[src/rtl/balance_robot_cascade_control_macros.svh]
// assertion macros for the balance robot cascade controller
// expects clk_i and rst_ni in the scope of the module that uses them
`ifndef BALANCE_ROBOT_CASCADE_CONTROL_MACROS_SVH
`define BALANCE_ROBOT_CASCADE_CONTROL_MACROS_SVH
`ifndef SYNTHESIS
// same-cycle implication
`define BRCC_ASSERT_IMM(lbl, pre, post, msg) \
  lbl: assert property (@(posedge clk_i) disable iff (!rst_ni) (pre) |-> (post)) \
    else $error(msg);
// next-cycle implication
`define BRCC_ASSERT_NXT(lbl, pre, post, msg) \
  lbl: assert property (@(posedge clk_i) disable iff (!rst_ni) (pre) |=> (post)) \
    else $error(msg);
`else
`define BRCC_ASSERT_IMM(lbl, pre, post, msg)
`define BRCC_ASSERT_NXT(lbl, pre, post, msg)
`endif
`endif

[src/rtl/brcc_pkg.sv]
// shared widths, constants, control word types and microcode rom
// for the balance robot cascade controller; no dependencies
package brcc_pkg;

  // field widths
  localparam int CountW   = 16;
  localparam int PitchW   = 17;
  localparam int RateW    = 16;
  localparam int CmdW     = 8;
  localparam int GainW    = 32;
  localparam int LimitW   = 15;
  localparam int DriveW   = 16;
  localparam int CfgIdxW  = 3;
  localparam int CfgDataW = 32;

  // internal widths
  localparam int ErrW     = 18;
  localparam int IntW     = 15;
  localparam int IntSumW  = 19;
  localparam int NumW     = 22;
  localparam int SpeedW   = 5;
  localparam int TurnW    = 8;
  localparam int VelW     = 30;
  localparam int AngW     = 32;
  localparam int DiffW    = 39;
  localparam int AccW     = 64;
  localparam int AOutW    = 36;
  localparam int YawW     = 29;
  localparam int SumW     = 37;
  localparam int UpcW     = 4;

  // constants
  localparam int INTEGRAL_BOUND = 10000;
  localparam int SpeedMax       = 15;
  localparam int TurnMax        = 80;
  localparam int Div10Magic     = 1677722;  // ceil(2^24 / 10)
  localparam int Div10Shift     = 24;
  localparam int VelShift       = 20;
  localparam int AngShift       = 28;
  localparam int YawShift       = 20;
  localparam int AngMax         = 2147483647;

  localparam logic signed [CmdW-1:0]    SpeedLim = CmdW'(SpeedMax);
  localparam logic signed [CmdW-1:0]    TurnLim  = CmdW'(TurnMax);
  localparam logic signed [IntSumW-1:0] IntLim   = IntSumW'(INTEGRAL_BOUND);
  localparam logic signed [DiffW-1:0]   DiffLim  = DiffW'(AngMax);

  // register reset values
  localparam logic signed [PitchW-1:0] BalanceAngleRst = '0;
  localparam logic signed [GainW-1:0]  AngleKpRst      = GainW'(262144000);
  localparam logic signed [GainW-1:0]  AngleKdRst      = GainW'(629146);
  localparam logic signed [GainW-1:0]  SpeedKpRst      = GainW'(681574);
  localparam logic signed [GainW-1:0]  SpeedKiRst      = GainW'(3408);
  localparam logic signed [GainW-1:0]  YawKdRst        = GainW'(629146);
  localparam logic signed [GainW-1:0]  YawKpRst        = GainW'(20971520);
  localparam logic [LimitW-1:0]        DriveLimitRst   = LimitW'(7000);

  typedef enum logic [CfgIdxW-1:0] {
    REG_BALANCE_ANGLE = 3'd0,
    REG_ANGLE_KP      = 3'd1,
    REG_ANGLE_KD      = 3'd2,
    REG_SPEED_KP      = 3'd3,
    REG_SPEED_KI      = 3'd4,
    REG_YAW_KD        = 3'd5,
    REG_YAW_KP        = 3'd6,
    REG_DRIVE_LIMIT   = 3'd7
  } cfg_reg_e;

  // multiplier operand pair
  typedef enum logic [2:0] {
    MS_DIV10,
    MS_SPEED_KP,
    MS_SPEED_KI,
    MS_ANGLE_KP,
    MS_ANGLE_KD,
    MS_YAW_KD,
    MS_YAW_KP
  } mul_sel_e;

  typedef enum logic [1:0] {
    ACC_HOLD,
    ACC_LOAD,
    ACC_ADD,
    ACC_ADD_SH8
  } acc_op_e;

  typedef enum logic [3:0] {
    OP_NOP,
    OP_NUM,
    OP_F,
    OP_INT,
    OP_V,
    OP_D,
    OP_Y,
    OP_A,
    OP_SUM,
    OP_OUT
  } dp_op_e;

  typedef enum logic [1:0] {
    JC_NEXT,
    JC_GOTO,
    JC_WAIT_IN,
    JC_WAIT_OUT
  } jmp_e;

  typedef struct packed {
    mul_sel_e         mul_sel;
    acc_op_e          acc_op;
    dp_op_e           dp_op;
    jmp_e             jmp;
    logic [UpcW-1:0]  target;
  } ucode_t;

  localparam logic [UpcW-1:0] StepIdle = '0;

  function automatic ucode_t uc(mul_sel_e m, acc_op_e a, dp_op_e d, jmp_e j,
                                logic [UpcW-1:0] t);
    ucode_t w;
    w.mul_sel = m;
    w.acc_op  = a;
    w.dp_op   = d;
    w.jmp     = j;
    w.target  = t;
    return w;
  endfunction

  // control program; the product register lags the operand select by one step
  function automatic ucode_t ucode_rom(logic [UpcW-1:0] addr);
    ucode_t w;
    unique case (addr)
      4'd0:  w = uc(MS_DIV10,    ACC_HOLD,    OP_NOP, JC_WAIT_IN,  StepIdle);
      4'd1:  w = uc(MS_DIV10,    ACC_HOLD,    OP_NUM, JC_NEXT,     StepIdle);
      4'd2:  w = uc(MS_DIV10,    ACC_HOLD,    OP_NOP, JC_NEXT,     StepIdle);
      4'd3:  w = uc(MS_DIV10,    ACC_HOLD,    OP_F,   JC_NEXT,     StepIdle);
      4'd4:  w = uc(MS_SPEED_KP, ACC_HOLD,    OP_INT, JC_NEXT,     StepIdle);
      4'd5:  w = uc(MS_SPEED_KI, ACC_LOAD,    OP_NOP, JC_NEXT,     StepIdle);
      4'd6:  w = uc(MS_YAW_KD,   ACC_ADD,     OP_NOP, JC_NEXT,     StepIdle);
      4'd7:  w = uc(MS_YAW_KP,   ACC_LOAD,    OP_V,   JC_NEXT,     StepIdle);
      4'd8:  w = uc(MS_DIV10,    ACC_ADD,     OP_D,   JC_NEXT,     StepIdle);
      4'd9:  w = uc(MS_ANGLE_KP, ACC_HOLD,    OP_Y,   JC_NEXT,     StepIdle);
      4'd10: w = uc(MS_ANGLE_KD, ACC_LOAD,    OP_NOP, JC_NEXT,     StepIdle);
      4'd11: w = uc(MS_DIV10,    ACC_ADD_SH8, OP_NOP, JC_NEXT,     StepIdle);
      4'd12: w = uc(MS_DIV10,    ACC_HOLD,    OP_A,   JC_NEXT,     StepIdle);
      4'd13: w = uc(MS_DIV10,    ACC_HOLD,    OP_SUM, JC_NEXT,     StepIdle);
      4'd14: w = uc(MS_DIV10,    ACC_HOLD,    OP_OUT, JC_WAIT_OUT, StepIdle);
      4'd15: w = uc(MS_DIV10,    ACC_HOLD,    OP_NOP, JC_GOTO,     StepIdle);
    endcase
    return w;
  endfunction

  // arithmetic shift right that rounds toward zero
  function automatic logic signed [AccW-1:0] shr_trunc0(logic signed [AccW-1:0] x,
                                                        int unsigned sh);
    logic signed [AccW-1:0] bias;
    bias = x[AccW-1] ? ((AccW'(1) << sh) - AccW'(1)) : '0;
    return (x + bias) >>> sh;
  endfunction

endpackage

[src/rtl/brcc_if.sv]
// valid/ready channel interfaces for sensor items and drive results
// depends on brcc_pkg for field widths
interface brcc_in_if;
  import brcc_pkg::*;

  logic                     valid;
  logic                     ready;
  logic signed [CountW-1:0] left_count;
  logic signed [CountW-1:0] right_count;
  logic signed [PitchW-1:0] pitch;
  logic signed [RateW-1:0]  pitch_rate;
  logic signed [RateW-1:0]  yaw_rate;
  logic signed [CmdW-1:0]   speed_command;
  logic signed [CmdW-1:0]   turn_command;
  logic                     clear_integral;

  modport source (
    output valid, left_count, right_count, pitch, pitch_rate, yaw_rate,
           speed_command, turn_command, clear_integral,
    input  ready
  );

  modport sink (
    input  valid, left_count, right_count, pitch, pitch_rate, yaw_rate,
           speed_command, turn_command, clear_integral,
    output ready
  );
endinterface

interface brcc_out_if;
  import brcc_pkg::*;

  logic                     valid;
  logic                     ready;
  logic signed [DriveW-1:0] left_drive;
  logic signed [DriveW-1:0] right_drive;

  modport source (output valid, left_drive, right_drive, input ready);
  modport sink   (input valid, left_drive, right_drive, output ready);
endinterface

[src/rtl/balance_robot_cascade_control.sv]
// balance robot cascade controller: microcoded sequencer around one 32x32 multiplier
// one transaction at a time: the next input is accepted only once the result is loaded
//   into the output register; the 15-step microprogram runs seven products through
//   the shared multiplier
// reset: rst_ni async active low; gains return to defaults, filter and integral clear
// depends on brcc_pkg, brcc_if.sv and balance_robot_cascade_control_macros.svh
`include "balance_robot_cascade_control_macros.svh"

module balance_robot_cascade_control (
  input  logic                           clk_i,
  input  logic                           rst_ni,
  input  logic                           cfg_we_i,
  input  logic [brcc_pkg::CfgIdxW-1:0]   cfg_idx_i,
  input  logic [brcc_pkg::CfgDataW-1:0]  cfg_data_i,
  brcc_in_if.sink                        in_i,
  brcc_out_if.source                     out_o
);
  import brcc_pkg::*;

  // configuration registers
  logic signed [PitchW-1:0] balance_angle_q;
  logic signed [GainW-1:0]  angle_kp_q, angle_kd_q, speed_kp_q, speed_ki_q;
  logic signed [GainW-1:0]  yaw_kd_q, yaw_kp_q;
  logic [LimitW-1:0]        drive_limit_q;

  // sequencer
  logic [UpcW-1:0] upc_q, upc_d;
  ucode_t          cw;
  logic            in_acc, out_block, out_load;
  logic            out_valid_q, out_valid_d;

  // latched transaction
  logic signed [CountW-1:0] lc_q, rc_q;
  logic signed [PitchW-1:0] pitch_q;
  logic signed [RateW-1:0]  prate_q, yrate_q;
  logic signed [SpeedW-1:0] s_q;
  logic signed [TurnW-1:0]  t_q;
  logic                     clr_q;
  logic signed [SpeedW-1:0] s_sat;
  logic signed [TurnW-1:0]  t_sat;

  // loop state
  logic signed [ErrW-1:0]   fe_q, fe_d;
  logic signed [IntW-1:0]   si_q, si_d;

  // datapath registers
  logic signed [NumW-1:0]   num_q, num_d;
  logic [NumW-1:0]          num_abs;
  logic signed [ErrW-1:0]   err;
  logic signed [GainW-1:0]  mul_a, mul_b;
  logic signed [AccW-1:0]   p_q, p_d;
  logic signed [AccW-1:0]   acc_q, acc_d;
  logic signed [VelW-1:0]   v_q, v_d;
  logic signed [AngW-1:0]   d_q, d_d;
  logic signed [DiffW-1:0]  d_full;
  logic signed [AOutW-1:0]  a_q, a_d;
  logic signed [YawW-1:0]   y_q, y_d;
  logic signed [SumW-1:0]   sl_q, sl_d, sr_q, sr_d;
  logic signed [IntSumW-1:0] int_sum;
  logic [ErrW-1:0]          quo;
  logic signed [SumW-1:0]   lim_s, ml, mr, mr_neg;
  logic signed [DriveW-1:0] left_q, right_q;

  // ---------------------------------------------------------------------------
  // configuration port, writes are expected only while the block is idle
  // ---------------------------------------------------------------------------
  always_ff @(posedge clk_i or negedge rst_ni) begin
    if (!rst_ni) begin
      balance_angle_q <= BalanceAngleRst;
      angle_kp_q      <= AngleKpRst;
      angle_kd_q      <= AngleKdRst;
      speed_kp_q      <= SpeedKpRst;
      speed_ki_q      <= SpeedKiRst;
      yaw_kd_q        <= YawKdRst;
      yaw_kp_q        <= YawKpRst;
      drive_limit_q   <= DriveLimitRst;
    end else if (cfg_we_i) begin
      unique case (cfg_reg_e'(cfg_idx_i))
        REG_BALANCE_ANGLE: balance_angle_q <= cfg_data_i[PitchW-1:0];
        REG_ANGLE_KP:      angle_kp_q      <= cfg_data_i;
        REG_ANGLE_KD:      angle_kd_q      <= cfg_data_i;
        REG_SPEED_KP:      speed_kp_q      <= cfg_data_i;
        REG_SPEED_KI:      speed_ki_q      <= cfg_data_i;
        REG_YAW_KD:        yaw_kd_q        <= cfg_data_i;
        REG_YAW_KP:        yaw_kp_q        <= cfg_data_i;
        REG_DRIVE_LIMIT:   drive_limit_q   <= cfg_data_i[LimitW-1:0];
      endcase
    end
  end

  // ---------------------------------------------------------------------------
  // microcode sequencer
  // ---------------------------------------------------------------------------
  assign cw        = ucode_rom(upc_q);
  assign in_i.ready = (cw.jmp == JC_WAIT_IN);
  assign in_acc    = in_i.valid && in_i.ready;
  // the output register parts the two sides; it only blocks the final step
  assign out_block = out_valid_q && !out_o.ready;
  assign out_load  = (cw.dp_op == OP_OUT) && !out_block;

  always_comb begin
    unique case (cw.jmp)
      JC_NEXT:     upc_d = upc_q + UpcW'(1);
      JC_GOTO:     upc_d = cw.target;
      JC_WAIT_IN:  upc_d = in_acc ? upc_q + UpcW'(1) : upc_q;
      JC_WAIT_OUT: upc_d = out_block ? upc_q : cw.target;
    endcase
  end

  always_comb begin
    out_valid_d = out_valid_q;
    if (out_load) begin
      out_valid_d = 1'b1;
    end else if (out_o.ready) begin
      out_valid_d = 1'b0;
    end
  end

  always_ff @(posedge clk_i or negedge rst_ni) begin
    if (!rst_ni) begin
      upc_q       <= StepIdle;
      out_valid_q <= 1'b0;
    end else begin
      upc_q       <= upc_d;
      out_valid_q <= out_valid_d;
    end
  end

  // ---------------------------------------------------------------------------
  // input capture with command saturation
  // ---------------------------------------------------------------------------
  always_comb begin
    if (in_i.speed_command > SpeedLim) begin
      s_sat = SpeedW'(SpeedLim);
    end else if (in_i.speed_command < -SpeedLim) begin
      s_sat = SpeedW'(-SpeedLim);
    end else begin
      s_sat = in_i.speed_command[SpeedW-1:0];
    end
    if (in_i.turn_command > TurnLim) begin
      t_sat = TurnLim;
    end else if (in_i.turn_command < -TurnLim) begin
      t_sat = -TurnLim;
    end else begin
      t_sat = in_i.turn_command;
    end
  end

  always_ff @(posedge clk_i) begin
    if (in_acc) begin
      lc_q    <= in_i.left_count;
      rc_q    <= in_i.right_count;
      pitch_q <= in_i.pitch;
      prate_q <= in_i.pitch_rate;
      yrate_q <= in_i.yaw_rate;
      s_q     <= s_sat;
      t_q     <= t_sat;
      clr_q   <= in_i.clear_integral;
    end
  end

  // ---------------------------------------------------------------------------
  // shared multiplier, product registered every cycle
  // ---------------------------------------------------------------------------
  assign num_abs = num_q[NumW-1] ? NumW'(-num_q) : NumW'(num_q);

  always_comb begin
    unique case (cw.mul_sel)
      MS_DIV10: begin
        // divide by ten as a reciprocal multiply on the magnitude
        mul_a = GainW'(Div10Magic);
        mul_b = {{(GainW-NumW){1'b0}}, num_abs};
      end
      MS_SPEED_KP: begin
        mul_a = speed_kp_q;
        mul_b = GainW'(fe_q);
      end
      MS_SPEED_KI: begin
        mul_a = speed_ki_q;
        mul_b = GainW'(si_q);
      end
      MS_ANGLE_KP: begin
        mul_a = angle_kp_q;
        mul_b = d_q;
      end
      MS_ANGLE_KD: begin
        mul_a = angle_kd_q;
        mul_b = GainW'(prate_q);
      end
      MS_YAW_KD: begin
        mul_a = yaw_kd_q;
        mul_b = GainW'(yrate_q);
      end
      MS_YAW_KP: begin
        mul_a = yaw_kp_q;
        mul_b = GainW'(t_q);
      end
      default: begin
        mul_a = '0;
        mul_b = '0;
      end
    endcase
  end

  assign p_d = mul_a * mul_b;

  // accumulator over products; the pitch rate term carries an extra factor of 256
  always_comb begin
    unique case (cw.acc_op)
      ACC_HOLD:    acc_d = acc_q;
      ACC_LOAD:    acc_d = p_q;
      ACC_ADD:     acc_d = acc_q + p_q;
      ACC_ADD_SH8: acc_d = acc_q + (p_q <<< 8);
    endcase
  end

  // ---------------------------------------------------------------------------
  // datapath step results
  // ---------------------------------------------------------------------------
  // encoder-difference error and low-pass numerator 3*e + 7*f
  assign err   = ErrW'(rc_q) - ErrW'(lc_q) - ErrW'(s_q);
  assign num_d = (NumW'(err) <<< 1) + NumW'(err) + (NumW'(fe_q) <<< 3) - NumW'(fe_q);

  // quotient magnitude, sign restored from the numerator
  assign quo  = p_q[Div10Shift +: ErrW];
  assign fe_d = num_q[NumW-1] ? -$signed(quo) : $signed(quo);

  // clamped integral, clear applied after the clamp
  assign int_sum = IntSumW'(si_q) + IntSumW'(fe_q);
  always_comb begin
    if (clr_q) begin
      si_d = '0;
    end else if (int_sum > IntLim) begin
      si_d = IntW'(IntLim);
    end else if (int_sum < -IntLim) begin
      si_d = IntW'(-IntLim);
    end else begin
      si_d = int_sum[IntW-1:0];
    end
  end

  assign v_d = VelW'(shr_trunc0(acc_q, VelShift));
  assign y_d = YawW'(shr_trunc0(acc_q, YawShift));
  assign a_d = AOutW'(shr_trunc0(acc_q, AngShift));

  // angle error, velocity term in Q8.8, saturated to 32 bits before the product
  assign d_full = DiffW'(pitch_q) - DiffW'(balance_angle_q) - (DiffW'(v_q) <<< 8);
  always_comb begin
    if (d_full > DiffLim) begin
      d_d = AngW'(DiffLim);
    end else if (d_full < -DiffLim) begin
      d_d = AngW'(-DiffLim);
    end else begin
      d_d = d_full[AngW-1:0];
    end
  end

  // yaw term goes with the left motor and against the right
  assign sl_d = SumW'(a_q) + SumW'(v_q) + SumW'(y_q);
  assign sr_d = SumW'(a_q) + SumW'(v_q) - SumW'(y_q);

  // motor clamps, right side negated
  assign lim_s = $signed({{(SumW-LimitW){1'b0}}, drive_limit_q});
  always_comb begin
    if (sl_q > lim_s) begin
      ml = lim_s;
    end else if (sl_q < -lim_s) begin
      ml = -lim_s;
    end else begin
      ml = sl_q;
    end
    if (sr_q > lim_s) begin
      mr = lim_s;
    end else if (sr_q < -lim_s) begin
      mr = -lim_s;
    end else begin
      mr = sr_q;
    end
  end
  assign mr_neg = -mr;

  // loop state, cleared by reset
  always_ff @(posedge clk_i or negedge rst_ni) begin
    if (!rst_ni) begin
      fe_q <= '0;
      si_q <= '0;
    end else begin
      if (cw.dp_op == OP_F) begin
        fe_q <= fe_d;
      end
      if (cw.dp_op == OP_INT) begin
        si_q <= si_d;
      end
    end
  end

  // payload registers
  always_ff @(posedge clk_i) begin
    p_q   <= p_d;
    acc_q <= acc_d;
    unique case (cw.dp_op)
      OP_NUM: num_q <= num_d;
      OP_V:   v_q   <= v_d;
      OP_D:   d_q   <= d_d;
      OP_Y:   y_q   <= y_d;
      OP_A:   a_q   <= a_d;
      OP_SUM: begin
        sl_q <= sl_d;
        sr_q <= sr_d;
      end
      default: begin
      end
    endcase
    if (out_load) begin
      left_q  <= ml[DriveW-1:0];
      right_q <= mr_neg[DriveW-1:0];
    end
  end

  assign out_o.valid       = out_valid_q;
  assign out_o.left_drive  = left_q;
  assign out_o.right_drive = right_q;

  // ---------------------------------------------------------------------------
  // assertions
  // ---------------------------------------------------------------------------
  `BRCC_ASSERT_IMM(a_integral_bound, 1'b1,
                   (si_q <= IntW'(IntLim)) && (si_q >= IntW'(-IntLim)),
                   "speed integral out of bound")
  `BRCC_ASSERT_IMM(a_drive_limit, out_o.valid,
                   (SumW'(out_o.left_drive) <= lim_s) && (SumW'(out_o.left_drive) >= -lim_s) &&
                   (SumW'(out_o.right_drive) <= lim_s) && (SumW'(out_o.right_drive) >= -lim_s),
                   "drive beyond limit")
  `BRCC_ASSERT_NXT(a_one_in_flight, in_acc, !in_i.ready, "second transaction taken while busy")
  `BRCC_ASSERT_IMM(a_result_timing, $rose(out_o.valid), $past(in_acc, 15),
                   "result without matching transaction")

endmodule
[src/flat_wrapper.sv]
// flat-port wrapper written by rule: the top's interface ports become plain ports
module balance_robot_cascade_control_flat import brcc_pkg::*;
  (clk_i, rst_ni, cfg_we_i, cfg_idx_i, cfg_data_i, in_i_valid, in_i_left_count, in_i_right_count, in_i_pitch, in_i_pitch_rate, in_i_yaw_rate, in_i_speed_command, in_i_turn_command, in_i_clear_integral, in_i_ready, out_o_valid, out_o_left_drive, out_o_right_drive, out_o_ready);
  brcc_in_if in_i_i ();
  brcc_out_if out_o_i ();
  input  logic clk_i;
  input  logic rst_ni;
  input  logic cfg_we_i;
  input  logic [brcc_pkg::CfgIdxW-1:0] cfg_idx_i;
  input  logic [brcc_pkg::CfgDataW-1:0] cfg_data_i;
  input wire logic [$bits(in_i_i.valid)-1:0] in_i_valid;
  input wire logic [$bits(in_i_i.left_count)-1:0] in_i_left_count;
  input wire logic [$bits(in_i_i.right_count)-1:0] in_i_right_count;
  input wire logic [$bits(in_i_i.pitch)-1:0] in_i_pitch;
  input wire logic [$bits(in_i_i.pitch_rate)-1:0] in_i_pitch_rate;
  input wire logic [$bits(in_i_i.yaw_rate)-1:0] in_i_yaw_rate;
  input wire logic [$bits(in_i_i.speed_command)-1:0] in_i_speed_command;
  input wire logic [$bits(in_i_i.turn_command)-1:0] in_i_turn_command;
  input wire logic [$bits(in_i_i.clear_integral)-1:0] in_i_clear_integral;
  output wire logic [$bits(in_i_i.ready)-1:0] in_i_ready;
  output wire logic [$bits(out_o_i.valid)-1:0] out_o_valid;
  output wire logic [$bits(out_o_i.left_drive)-1:0] out_o_left_drive;
  output wire logic [$bits(out_o_i.right_drive)-1:0] out_o_right_drive;
  input wire logic [$bits(out_o_i.ready)-1:0] out_o_ready;
  assign in_i_i.valid = in_i_valid;
  assign in_i_i.left_count = in_i_left_count;
  assign in_i_i.right_count = in_i_right_count;
  assign in_i_i.pitch = in_i_pitch;
  assign in_i_i.pitch_rate = in_i_pitch_rate;
  assign in_i_i.yaw_rate = in_i_yaw_rate;
  assign in_i_i.speed_command = in_i_speed_command;
  assign in_i_i.turn_command = in_i_turn_command;
  assign in_i_i.clear_integral = in_i_clear_integral;
  assign in_i_ready = in_i_i.ready;
  assign out_o_valid = out_o_i.valid;
  assign out_o_left_drive = out_o_i.left_drive;
  assign out_o_right_drive = out_o_i.right_drive;
  assign out_o_i.ready = out_o_ready;
  balance_robot_cascade_control u_core (.clk_i(clk_i), .rst_ni(rst_ni), .cfg_we_i(cfg_we_i), .cfg_idx_i(cfg_idx_i), .cfg_data_i(cfg_data_i), .in_i(in_i_i), .out_o(out_o_i));
endmodule
[config.mk]
export PLATFORM = sky130hd
export DESIGN_NAME = balance_robot_cascade_control_flat
export DESIGN_NICKNAME = d
export VERILOG_FILES = /design/src/rtl/brcc_pkg.sv /design/src/rtl/brcc_if.sv /design/src/rtl/balance_robot_cascade_control.sv /design/src/flat_wrapper.sv
export VERILOG_INCLUDE_DIRS = /design/src /design/src/rtl
export SDC_FILE = /design/constraint.sdc
export NUM_CORES = 2
export LEC_CHECK = 0
export ABC_AREA = 1
export ABC_CLOCK_PERIOD_IN_PS = 12200
export BUFFER_PORTS_ARGS = -buffer_cell sky130_fd_sc_hd__buf_4
export CORE_MARGIN = 5
export CORE_UTILIZATION = 53
export DETAILED_ROUTE_END_ITERATION = 8
export HOLD_SLACK_MARGIN = 0.05
export MAX_ROUTING_LAYER = met4
export PLACE_DENSITY = 0.69
export SYNTH_ARGS = -nofsm -noshare
export SYNTH_HDL_FRONTEND = slang
export SYNTH_SLANG_ARGS = --single-unit
[constraint.sdc]
create_clock -name clk_i -period 12.2 [get_ports clk_i]
set_clock_uncertainty 0.05 [all_clocks]
set_input_delay 2.44 -clock clk_i [delete_from_list [all_inputs] [get_ports clk_i]]
set_output_delay 2.44 -clock clk_i [all_outputs]
set_load 0.1 [all_outputs]
==> summary.txt <==
Cells and area
  – Most frequent cells in the layout: nand2_1 (2593), inv_1 (2392), fa_1 (1169), nor2_1 (1036), ha_1 (659)
  – Seq. cell area: 0.0203 mm²
  – Nets@finish: 13800
  – Final instance area: 0.100 mm²
  – Commonest non-fill, non-tap cell in the layout: nand2_1
  – Fillers: 16400
  – Area of the multi-input gates: 0.0626 mm²
  – Synth-to-Final Area Change: 7.57%
  – Non-filler cells, final: 14200
  – Share of layout cells above drive strength 1: 0.0571

Clocking
  – Hold Buf Count CTS: 0
  – Clk slew on worst S/H paths: 0.07 ns
  – Post-CTS resize count: 0
  – Clock Path Buffers: 3
  – Htree depth: 3
  – Worst-skew pair later-pin latency: 0.77 ns
  – CTS tree: done
  – Clock sink count: 739
  – Number of setup buffers added after CTS: 0
  – Root buffer cell: clkbuf_16
  – Num CTS Buffers: 87

Worst setup path
  – R2R Path Start: u_core.upc_q[0]
  – CP max stage cell: inv_1
  – Path depth of the worst reg2reg path: 35
  – R2R Path End: u_core.p_q[42]
  – Max FO, Critical Path: 30
  – Arr. time, crit path: 11.64 ns
  – Setup slack, reg-to-reg: 1.09 ns
  – Most common cell on crit path: fa_1
  – CP peak stage delay: 1.14 ns
  – Startpoint types: flop
  – Kind of critical path: flop to flop
  – Crit path capture type: flop
  – Critical Path RT: 12.73 ns

Placed design
  – Placed cells: 14100
  – Port Buffer Count: 171
  – RePlAce Congestion: 1.01
  – Placed cell areas: 0.0972 mm²
  – DP Wirelength: 276000 µm

Yosys
  – Mapped Cells: 11700
  – Synth Flop Type: edfxtp_1
  – Netlist cell types: 72
  – Syn Area/Cell: 7.96 µm²
  – Mapped Area: 0.0933 mm²
  – EDFF count, synth: 413
  – Post-Syn Nets: 13700
  – Ys async rst share: 0.355
  – YS warnings: 0
  – Seq cells post-synth: 739
  – Sequential share of the synthesized area: 0.218

Global route
  – Largest net degree at the start of global routing: 100
  – Vias in the first global route: 80500
  – First-pass GRT wire length: 498000 µm
  – Initial antenna violation count: 8
  – GRT overflow: 0
  – Total GRT Usage: 0.365

Timing
  – Final hold violation count: 0
  – RSZ-0062 raised after global routing: false
  – Setup TNS: 0 ns
  – Fmax: 90.0 MHz
  – Min cycle time layout: 11.11 ns
  – Slew Viols, Final: 0
  – Slew margin rel.: 0.0355
  – Endpoints failing setup: 0
  – Period utilization: 0.910
  – Min Hold Slack: 0.420 ns
  – Slew @ Worst Pin: 1.45 ns

Detailed routing
  – Routed length per instance: 23.3 µm
  – Vias/cell: 5.68
  – Drt pass-1 iters: 8
  – DR iter-0 viols: 8380
  – Vias post-DR: 80900
  – Routed Antenna Nets: 0
  – Final WL: 331000 µm
  – Post-route DRC violation count: 0

Job
  – Max capacitance violation total: 0

Worst hold path
  – Min-Delay Path Class: flop to flop
  – Hold EP: u_core.si_q[14]
  – Hold path cells: 1
  – Hold path start: u_core.clr_q

Die
  – Row count: 154
  – Die width: 430 µm
  – Initial Util: 0.531
  – Die area: 0.184 mm²
  – DIE HEIGHT: 430 µm
  – Num ports: 172
  – Core ar.: 0.176 mm²

Run status
  – Status: completed
routing by layer:
metal,GRT usage,part of all wire,up-vias
li1,-,-,36800
met1,0.491,0.42,39800
met2,0.559,0.45,3644
met3,0.0597,0.086,656
met4,0.141,0.048,0
met5,-,0,-
kinds of logic after synthesis:
kind of cell               after synthesis  synth area share
and+or+nand+nor                       4426             0.198
xor gates and xnor gates               328            0.0308
muxes                                    2          0.000228
adders and majority gates             1829             0.339
DFF                                    739             0.218
buffers and inverters                 2738             0.113
AOI/OAI and AO/OA                     1659             0.101
worst max path at each step:
| stage | from | endpoint | slack, ns | depth (start not counted) |
|---|---|---|---|---|
| finish | u_core.upc_q[0] | u_core.p_q[42] | 1.09 | 35 |
| global route | u_core.upc_q[0] | u_core.p_q[63] | 0.55 | 37 |
| CTS | u_core.upc_q[0] | u_core.p_q[61] | 1.26 | 38 |
| detailed placement | u_core.upc_q[0] | u_core.p_q[61] | 1.36 | 38 |
| global placement | u_core.num_q[21] | u_core.p_q[61] | 1.36 | 32 |
| floorplan | u_core.upc_q[0] | u_core.p_q[61] | 3.40 | 38 |
through the flow:
stage | utilization | setup WS (ns)
finish | 0.572 | 1.09
detailed placement | 0.554 | 1.36
global placement | 0.554 | 1.36
CTS | 0.572 | 1.26
floorplan | - | 3.40
global route | 0.572 | 0.547
final cells by class:
| type | count | share of cell area |
|---|---|---|
| Clock buffer | 105 | 0.0234 |
| Antenna cell | 7 | 0.000175 |
| Tap cell | 2340 | 0.0292 |
| Multi-Input combinational cell | 8244 | 0.624 |
| Inverter | 2443 | 0.0914 |
| Clock inverter | 59 | 0.00763 |
| Timing Repair Buffer | 293 | 0.0220 |
| Sequential cell | 739 | 0.202 |
critical path, delay by kind of cell, from the launching register on:
kind | cells | cell delay, ns
adder cells (fa/ha/maj) | 10 | 4.61
AND/OR/NAND/NOR | 11 | 2.05
buffers and inverters | 7 | 1.97
AO/OA/AOI/OAI | 6 | 1.63
flip-flops | 1 | 0.42
XOR/XNOR | 1 | 0.15
registers in the layout, indices dropped and copies added (netlist names), 17 cells and up:
register / flops
u_core.acc_q: 64
u_core.p_q: 64
u_core.sr_q: 37
u_core.a_q: 36
u_core.sl_q: 36
u_core.angle_kd_q: 32
u_core.angle_kp_q: 32
u_core.d_q: 32
u_core.speed_ki_q: 32
u_core.speed_kp_q: 32
u_core.yaw_kd_q: 32
u_core.yaw_kp_q: 32
u_core.v_q: 30
u_core.y_q: 29
u_core.num_q: 22
u_core.fe_q: 18
u_core.balance_angle_q: 17
u_core.pitch_q: 17
synthesized netlist by cell type (12+ instances only):
cell	number	area (µm²)
edfxtp_1	413	12400
a221oi_1	18	158
inv_2	40	150
inv_1	2393	8980
dfxtp_1	64	1280
or2_2	47	294
nor2_1	1047	3930
nand4_1	103	644
nand2_1	2598	9750
nor3_1	107	536
a31oi_1	64	400
o21a_1	26	195
o211ai_1	37	278
a21o_1	55	413
a21boi_0	23	173
a211oi_1	17	128
clkbuf_1	140	526
nor4_1	45	282
nand3_1	389	1950
a22o_1	33	289
ha_1	660	8260
dfstp_2	50	1310
fa_1	1169	23400
o21bai_1	48	360
o221ai_1	12	105
xnor2_1	76	666
a21oi_1	631	3160
nand3b_1	21	158
dfrtp_1	212	5310
buf_2	134	671
xor2_1	252	2210
o21ai_0	632	3160
nor4_4	26	553
Power is not shown: default switching activity piles up to over one toggle a cycle in this logic, so the estimate is an artifact.
